==> config.mk <==
export PLATFORM = sky130hd
export DESIGN_NAME = indexed_list_store_unit
export DESIGN_NICKNAME = d
export VERILOG_FILES = /design/src/sv/ils_pkg.sv /design/src/sv/indexed_list_store_unit.sv
export SDC_FILE = /design/constraint.sdc
export NUM_CORES = 1
export LEC_CHECK = 0
export BUFFER_PORTS_ARGS = -buffer_cell sky130_fd_sc_hd__clkbuf_2
export CAP_MARGIN = 25
export CORE_ASPECT_RATIO = 1.25
export CORE_MARGIN = 4
export CORE_UTILIZATION = 65
export CTS_BUF_LIST = sky130_fd_sc_hd__clkbuf_2 sky130_fd_sc_hd__clkbuf_4 sky130_fd_sc_hd__clkbuf_8
export DETAILED_ROUTE_END_ITERATION = 12
export PLACE_DENSITY = 0.82
export SYNTH_ARGS = -nofsm -noshare
export SYNTH_HDL_FRONTEND = slang
export SYNTH_SLANG_ARGS = --single-unit
export TNS_END_PERCENT = 50
==> constraint.sdc <==
create_clock -name clk -period 13 [get_ports clk]
set_input_delay 2.6 -clock clk [delete_from_list [all_inputs] [get_ports clk]]
set_output_delay 2.6 -clock clk [all_outputs]
set_load 0.01 [all_outputs]
==> src/sv/ils_pkg.sv <==
// Package for the indexed list store: list depth, field widths, op and status codes,
// and the request/response structs. No dependencies.
`default_nettype none
package ils_pkg;

  localparam int DEPTH = 16;
  localparam int IDX_W = $clog2(DEPTH);
  localparam int CNT_W = 5;
  localparam int VAL_W = 32;

  localparam logic [2:0] OP_PREPEND = 3'd0;
  localparam logic [2:0] OP_APPEND  = 3'd1;
  localparam logic [2:0] OP_GET     = 3'd2;
  localparam logic [2:0] OP_SET     = 3'd3;
  localparam logic [2:0] OP_DELETE  = 3'd4;

  localparam logic [1:0] ST_OK    = 2'd0;
  localparam logic [1:0] ST_RANGE = 2'd1;
  localparam logic [1:0] ST_FULL  = 2'd2;

  localparam logic [VAL_W-1:0] NO_VALUE = '1;
  localparam logic [CNT_W-1:0] FULL_COUNT = CNT_W'(DEPTH);

  typedef struct packed {
    logic [2:0]              op;
    logic [4:0]              index;
    logic signed [VAL_W-1:0] value_in;
  } list_req_t;

  typedef struct packed {
    logic signed [VAL_W-1:0] read_value;
    logic [1:0]              status;
    logic [CNT_W-1:0]        entry_count;
  } list_rsp_t;

endpackage
`default_nettype wire

==> src/sv/indexed_list_store_unit.sv <==
// Indexed list store: bounded ordered list with prepend, append, get, set and delete.
// Depends on ils_pkg (codes, depth, request/response structs).
//
//   channel   | handshake             | payload            | direction
//   ----------+-----------------------+--------------------+----------
//   request   | start / busy          | req  (list_req_t)  | in
//   response  | done (one-cycle pulse)| rsp  (list_rsp_t)  | out
//
// A request is taken on any edge with start high and busy low; busy is only
// high during reset, so one request can enter every cycle.
// A request passes the input register, then one pass of shift muxes over the
// entry registers that updates the list and loads the response register.
// Synchronous active-high reset empties the list (count to zero); entry
// contents are not cleared since no entry at or beyond count is ever returned.
// The receiver cannot stall: done is high for exactly one cycle per request.
`default_nettype none
module indexed_list_store_unit
  import ils_pkg::*;
(
  input  wire logic      clk,
  input  wire logic      rst,
  input  wire logic      start,
  output logic           busy,
  input  wire list_req_t req,
  output logic           done,
  output list_rsp_t      rsp
);

  // input register
  logic      s1_valid;
  list_req_t s1_req;

  // list state
  logic [VAL_W-1:0] entries      [DEPTH];
  logic [VAL_W-1:0] entries_next [DEPTH];
  logic [CNT_W-1:0] count;
  logic [CNT_W-1:0] count_next;

  list_rsp_t rsp_next;
  logic      accept;
  logic      full;
  logic      in_range;

  assign busy   = rst;
  assign accept = start && !busy;

  always_ff @(posedge clk) begin
    if (rst) begin
      s1_valid <= 1'b0;
    end else begin
      s1_valid <= accept;
    end
    if (accept) begin
      s1_req <= req;
    end
  end

  assign full     = (count >= FULL_COUNT);
  assign in_range = (s1_req.index < count);

  // next list contents: each entry picks from its own slot, a neighbour or
  // the incoming value
  always_comb begin
    for (int i = 0; i < DEPTH; i++) begin
      entries_next[i] = entries[i];
    end
    count_next = count;
    rsp_next.read_value  = NO_VALUE;
    rsp_next.status      = ST_OK;

    if (s1_valid) begin
      case (s1_req.op)
        OP_PREPEND: begin
          if (full) begin
            rsp_next.status = ST_FULL;
          end else begin
            entries_next[0] = s1_req.value_in;
            for (int i = 1; i < DEPTH; i++) begin
              entries_next[i] = entries[i-1];
            end
            count_next = count + 1'b1;
          end
        end
        OP_APPEND: begin
          if (full) begin
            rsp_next.status = ST_FULL;
          end else begin
            for (int i = 0; i < DEPTH; i++) begin
              if (CNT_W'(i) == count) begin
                entries_next[i] = s1_req.value_in;
              end
            end
            count_next = count + 1'b1;
          end
        end
        OP_GET: begin
          if (!in_range) begin
            rsp_next.status = ST_RANGE;
          end else begin
            rsp_next.read_value = entries[s1_req.index[IDX_W-1:0]];
          end
        end
        OP_SET: begin
          if (!in_range) begin
            rsp_next.status = ST_RANGE;
          end else begin
            for (int i = 0; i < DEPTH; i++) begin
              if (5'(i) == s1_req.index) begin
                entries_next[i] = s1_req.value_in;
              end
            end
          end
        end
        OP_DELETE: begin
          if (!in_range) begin
            rsp_next.status = ST_RANGE;
          end else begin
            // close the gap: everything from the index onwards moves forward
            for (int i = 0; i < DEPTH - 1; i++) begin
              if (5'(i) >= s1_req.index) begin
                entries_next[i] = entries[i+1];
              end
            end
            count_next = count - 1'b1;
          end
        end
        default: begin
          // unused op codes: no change, status ok
        end
      endcase
    end
    rsp_next.entry_count = count_next;
  end

  always_ff @(posedge clk) begin
    if (rst) begin
      count <= '0;
      done  <= 1'b0;
    end else begin
      count <= count_next;
      done  <= s1_valid;
    end
    for (int i = 0; i < DEPTH; i++) begin
      entries[i] <= entries_next[i];
    end
    if (s1_valid) begin
      rsp <= rsp_next;
    end
  end

  // every accepted request is answered with done through the input and response registers
  a_latency : assert property (@(posedge clk) disable iff (rst)
    accept |=> ##1 done)
    else $error("request not answered after two cycles");

  a_no_spurious : assert property (@(posedge clk) disable iff (rst)
    done |-> $past(accept, 2))
    else $error("response without a request");

  // reported count tracks the stored count and never exceeds the depth
  a_count : assert property (@(posedge clk) disable iff (rst)
    done |-> (rsp.entry_count == count) && (rsp.entry_count <= FULL_COUNT))
    else $error("entry count inconsistent");

  a_full : assert property (@(posedge clk) disable iff (rst)
    (done && (rsp.status == ST_FULL)) |-> (rsp.entry_count == FULL_COUNT))
    else $error("full status with list not full");

endmodule
`default_nettype wire
# Word level (Yosys, flattened, before mapping)
# Memory sizes are Yosys's and may differ from the RTL's. A register that Yosys moved wholly into a read port is not among the register bits.
# Index checks and enable logic that the tools add are counted.
# totals
regBits,54
mem_bits_rw,512
in_bits,43
output_inout_bits,41
wordCells,132
n_memories,1
# mem_list
memory,depth,word_bits,rd,rd_clocked_by_memory_dff,wr,line,rtl
entries,16,32,17,1,16,indexed_list_store_unit.sv:34,logic [VAL_W-1:0] entries [DEPTH];
# op_classes
add_sub_neg,2
magnitude_cmp,17
n_eq_ne,34
n_mux,61
reduce_logical,9
# op_table
op,count
512-bit 2-to-1 mux,4
480-bit one-hot mux with 4 select lines,1
32-bit 2-to-1 mux,47
480-bit 2-to-1 mux,1
32-bit one-hot mux with 3 select lines,1
"4-bit by 5-bit == test with 1-bit output, first input constant",16
"3-bit by 5-bit == test with 1-bit output, first input constant",8
"4-bit by 5-bit greater-or-equal comparator with 1-bit output, first input constant",7
"2-bit by 5-bit == test with 1-bit output, first input constant",4
"3-bit by 5-bit greater-or-equal comparator with 1-bit output, first input constant",4
5-bit 2-to-1 mux,3
"1-bit by 5-bit == test with 1-bit output, first input constant",2
"1-bit by 5-bit greater-or-equal comparator with 1-bit output, first input constant",2
"2-bit by 5-bit greater-or-equal comparator with 1-bit output, first input constant",2
5-bit zero test,2
5-bit one-hot mux with 2 select lines,1
"3-bit by 2-bit == test with 1-bit output, second input constant",2
"5-bit by 1-bit adder with 5-bit output, second input constant",1
"5-bit greater-or-equal comparator, second input constant",1
5-bit < comparator,1
"5-bit by 1-bit subtractor with 5-bit output, second input constant",1
2-bit one-hot mux with 2 select lines,1
"3-bit by 1-bit == test with 1-bit output, second input constant",1
"3-bit == test, second input constant",1
8 further kinds,9

# Logic depth before layout (Yosys ltp)
# logic_depth
depth_word,5
depth_mapped,9
mapped_depth_nobuf,7

# Worst setup path before layout
# OpenSTA, ideal clock, no wires.
# synth_path
path_kind,reg-to-reg
startpoint,reg s1_valid (netlist name)
endpoint,mem entries[5][0] (enable)
setup_time_ps,501
arrival_time_ps,5256
t_required_ps,12499
path_slack_ps,7242
path_stages_with_launch,6
path_buffers,1
period_less_slack_ps,5758
cell_sequence,dfxtp_1 -> clkbuf_1 -> nand2_1 -> a21o_1 -> a211o_1 -> nor4_1
# synth_rtl
element,line
"end, declared",indexed_list_store_unit.sv:34

# Final worst setup path
# layout_path
startpoint,in rst
endpoint,out busy
# layout_rtl
element,line,rtl
"start, declared",indexed_list_store_unit.sv:21,"input wire logic rst,"
"end, declared",indexed_list_store_unit.sv:23,"output logic busy,"
# No word-level cell between the ends.

==> results_dict.tcl <==
set metrics [dict create \
    syn_area_um2 28900 \
    yosysSeqAreaShare 0.618 \
    ys_types 55 \
    drc 0 \
    powerDensity_nw_per_um2 139 \
    arrival_ns 2.99 \
    fin_crit_sh 0.430 \
    cts_resized 0 \
    slowest_delay_ns 0.21 \
    layout.nets 1880 \
    yosysMostFrequentCell "edfxtp_1" \
    ys_ff_latch 598 \
    yosysTopAreaCell "edfxtp_1" \
    drt_iter0_markers 3214 \
    slew_viol_final 0 \
    synth_nets 1902 \
    die_x_um 197 \
    dp_hpwl_um 38500 \
    end_kind "output pin" \
    grt_usage 0.307 \
    start_kind "input port" \
    grt_max_degree 126 \
    core_area_um2 44000 \
    rows 86 \
    wl_per_cell_um 30.3 \
    cts_num_sinks 598 \
    wl_met1_um 26500 \
    clockRootBuffer "clkbuf_8" \
    clk_pin_slew_ns 0.07 \
    setup_tns_ns 0 \
    cp_top_family "buffers and inverters" \
    synth_area_per_cell_um2 15.6 \
    port_buffers 83 \
    cts-buffers-inserted 90 \
    vdd_drop_max_v 0.0000889 \
    ant_nets 0 \
    synth_ff_type "edfxtp_1" \
    cp_max_fo 9 \
    grt_pass1_wl_um 113000 \
    total_power_mw 4.37 \
    leakagePower_nw 10.4 \
    cts_hold_buf 0 \
    slowest_stage "clkbuf_2" \
    rsz0062_at_grt "no" \
    ys_async_sr_fraction 0 \
    drt-pass1-iter-count 8 \
    min_period_ns 5.59 \
    num_antenna_cells 0 \
    synth_area_leaders "edfxtp_1 61%, a221o_1 16%, mux4_2 10%" \
    dieArea_um2 48000 \
    area_growth_pct 8.37 \
    hold_viol_final 0 \
    wl_met3_um 9420 \
    avgViaCountPerCell 7.89 \
    yosys.area_share.simple 0.0410 \
    synth_cells 1849 \
    synth_top_family_by_area "compound AO/OA/AOI/OAI gates" \
    worstMarginPinSlew_ns 1.07 \
    crit_required_ns 10.40 \
    clock_latency_ns 0.68 \
    layout.cells.non_filler 2467 \
    layout-drive-gt1-share 0.226 \
    path_cells "clkbuf_2, clkbuf_2" \
    grt_pass1_vias 18946 \
    num_vias 19473 \
    synth_xor_area_frac 0 \
    worstHoldPathType "reg2reg" \
    fmax_ghz 0.179 \
    whs_ns 0.533 \
    clockBufferDepth 3 \
    cap_viol_max_count 0 \
    synth_adder_area_share 0.00433 \
    crit_top_cell "clkbuf_2" \
    yosysWarnings 0 \
    max_slew_margin 0.284 \
    ios 84 \
    antenna_found_initial 0 \
    dp.cells 2304 \
    synth_edf_count 591 \
    finalClockSkew_ns 0.0385 \
    final.fill_count 2700 \
    routabilityCongestion 0.880 \
    synth_top_area_share 0.614 \
    synth_common_cells "591 x edfxtp_1, 448 x a221o_1, 128 x mux4_2" \
    cts_setup_buffers 0 \
    wl_um 74800 \
    critPathBufInv 2 \
    globalRouteOverflowTotal 0 \
    top_layer_used "met4" \
    yosys-mux-area-fraction 0.100 \
    die_h_um 244 \
    wl_met2_um 35800 \
    synth_compound_area_frac 0.198 \
    cts_tree "built" \
    setup_viol_count_final 0 \
    worstSetupPathType "in2out" \
    status "finished clean" \
    htreeDepth 3 \
    start_util 0.657 \
]
[final cells by class]
cell class              count  area [um^2]  share of cell area
flip-flops and latches    598        17900               0.571
inverters                   6         22.5            0.000718
repair buffers            128          838              0.0267
clock buffers             120         1490              0.0475
well taps                 572          716              0.0228
clock inverters            40          251             0.00802
multi-input cells        1003        10100               0.324
[report_power, final]
part / switching, mW / total [mW] / internal (mW)
combinational: 0.293 / 0.517 / 0.224
clock: 0.745 / 1.55 / 0.803
sequential: 0.0642 / 2.30 / 2.24
total: 1.10 / 4.37 / 3.27
[final timing paths]
check | from | slack [ns] | end | cells after the start
setup / recovery | rst | 7.41 | busy | 2
setup reg to reg | s1_req[38] | 8.71 | entries[9][28] | 8
hold reg to reg | s1_req[6] | 0.53 | entries[0][6] | 2
hold / removal | s1_req[6] | 0.53 | entries[0][6] | 2
[flip-flops by register name, summed over array words and instances (netlist names)]
register / cells
entries: 512
s1_req: 40
rsp: 39
count: 5
done: 1
s1_valid: 1
[cell families after synthesis]
| kind of cell | count (synthesis) |
|---|---|
| and+or+nand+nor | 248 |
| adders and majority gates | 10 |
| muxes | 129 |
| DFF | 598 |
| buffers and inverters | 248 |
| AOI/OAI and AO/OA | 616 |
[cell usage in the layout, fill, tap and decap left out, drive strengths merged, types with 6 or more instances in the layout]
master | Yosys | routed
nand2b | 7 | 7
a21o | 35 | 35
inv | 6 | 6
clkbuf | 114 | 203
nor3 | 10 | 10
and2 | 35 | 35
nor2b | 11 | 11
edfxtp | 591 | 591
dfxtp | 7 | 7
mux4 | 128 | 128
a22oi | 64 | 64
a31oi | 9 | 9
a21oi | 26 | 26
clkinv | 0 | 35
nand2 | 117 | 117
a221o | 448 | 448
buf | 128 | 45
nand3 | 38 | 38
nor2 | 16 | 16
ha | 10 | 10
a211oi | 7 | 7
o21ai | 7 | 7
[per-layer routing]
layer	vias to the layer above	GRT usage
li1	8017	-
met1	9674	0.426
met2	1574	0.475
met3	208	0.0721
met4	0	0.133
met5	-	0
[through the flow]
step	util	setup slack, ns	area (um^2)
2_1_floorplan	-	7.24	28900
4_1_cts	0.710	7.40	31300
6_report	0.712	7.41	31300
3_3_place_gp	0.671	7.42	29500
5_1_grt	0.712	7.38	31300
3_5_place_dp	0.671	7.40	29500
No activity file was read; power rests on OpenSTA's default activity.
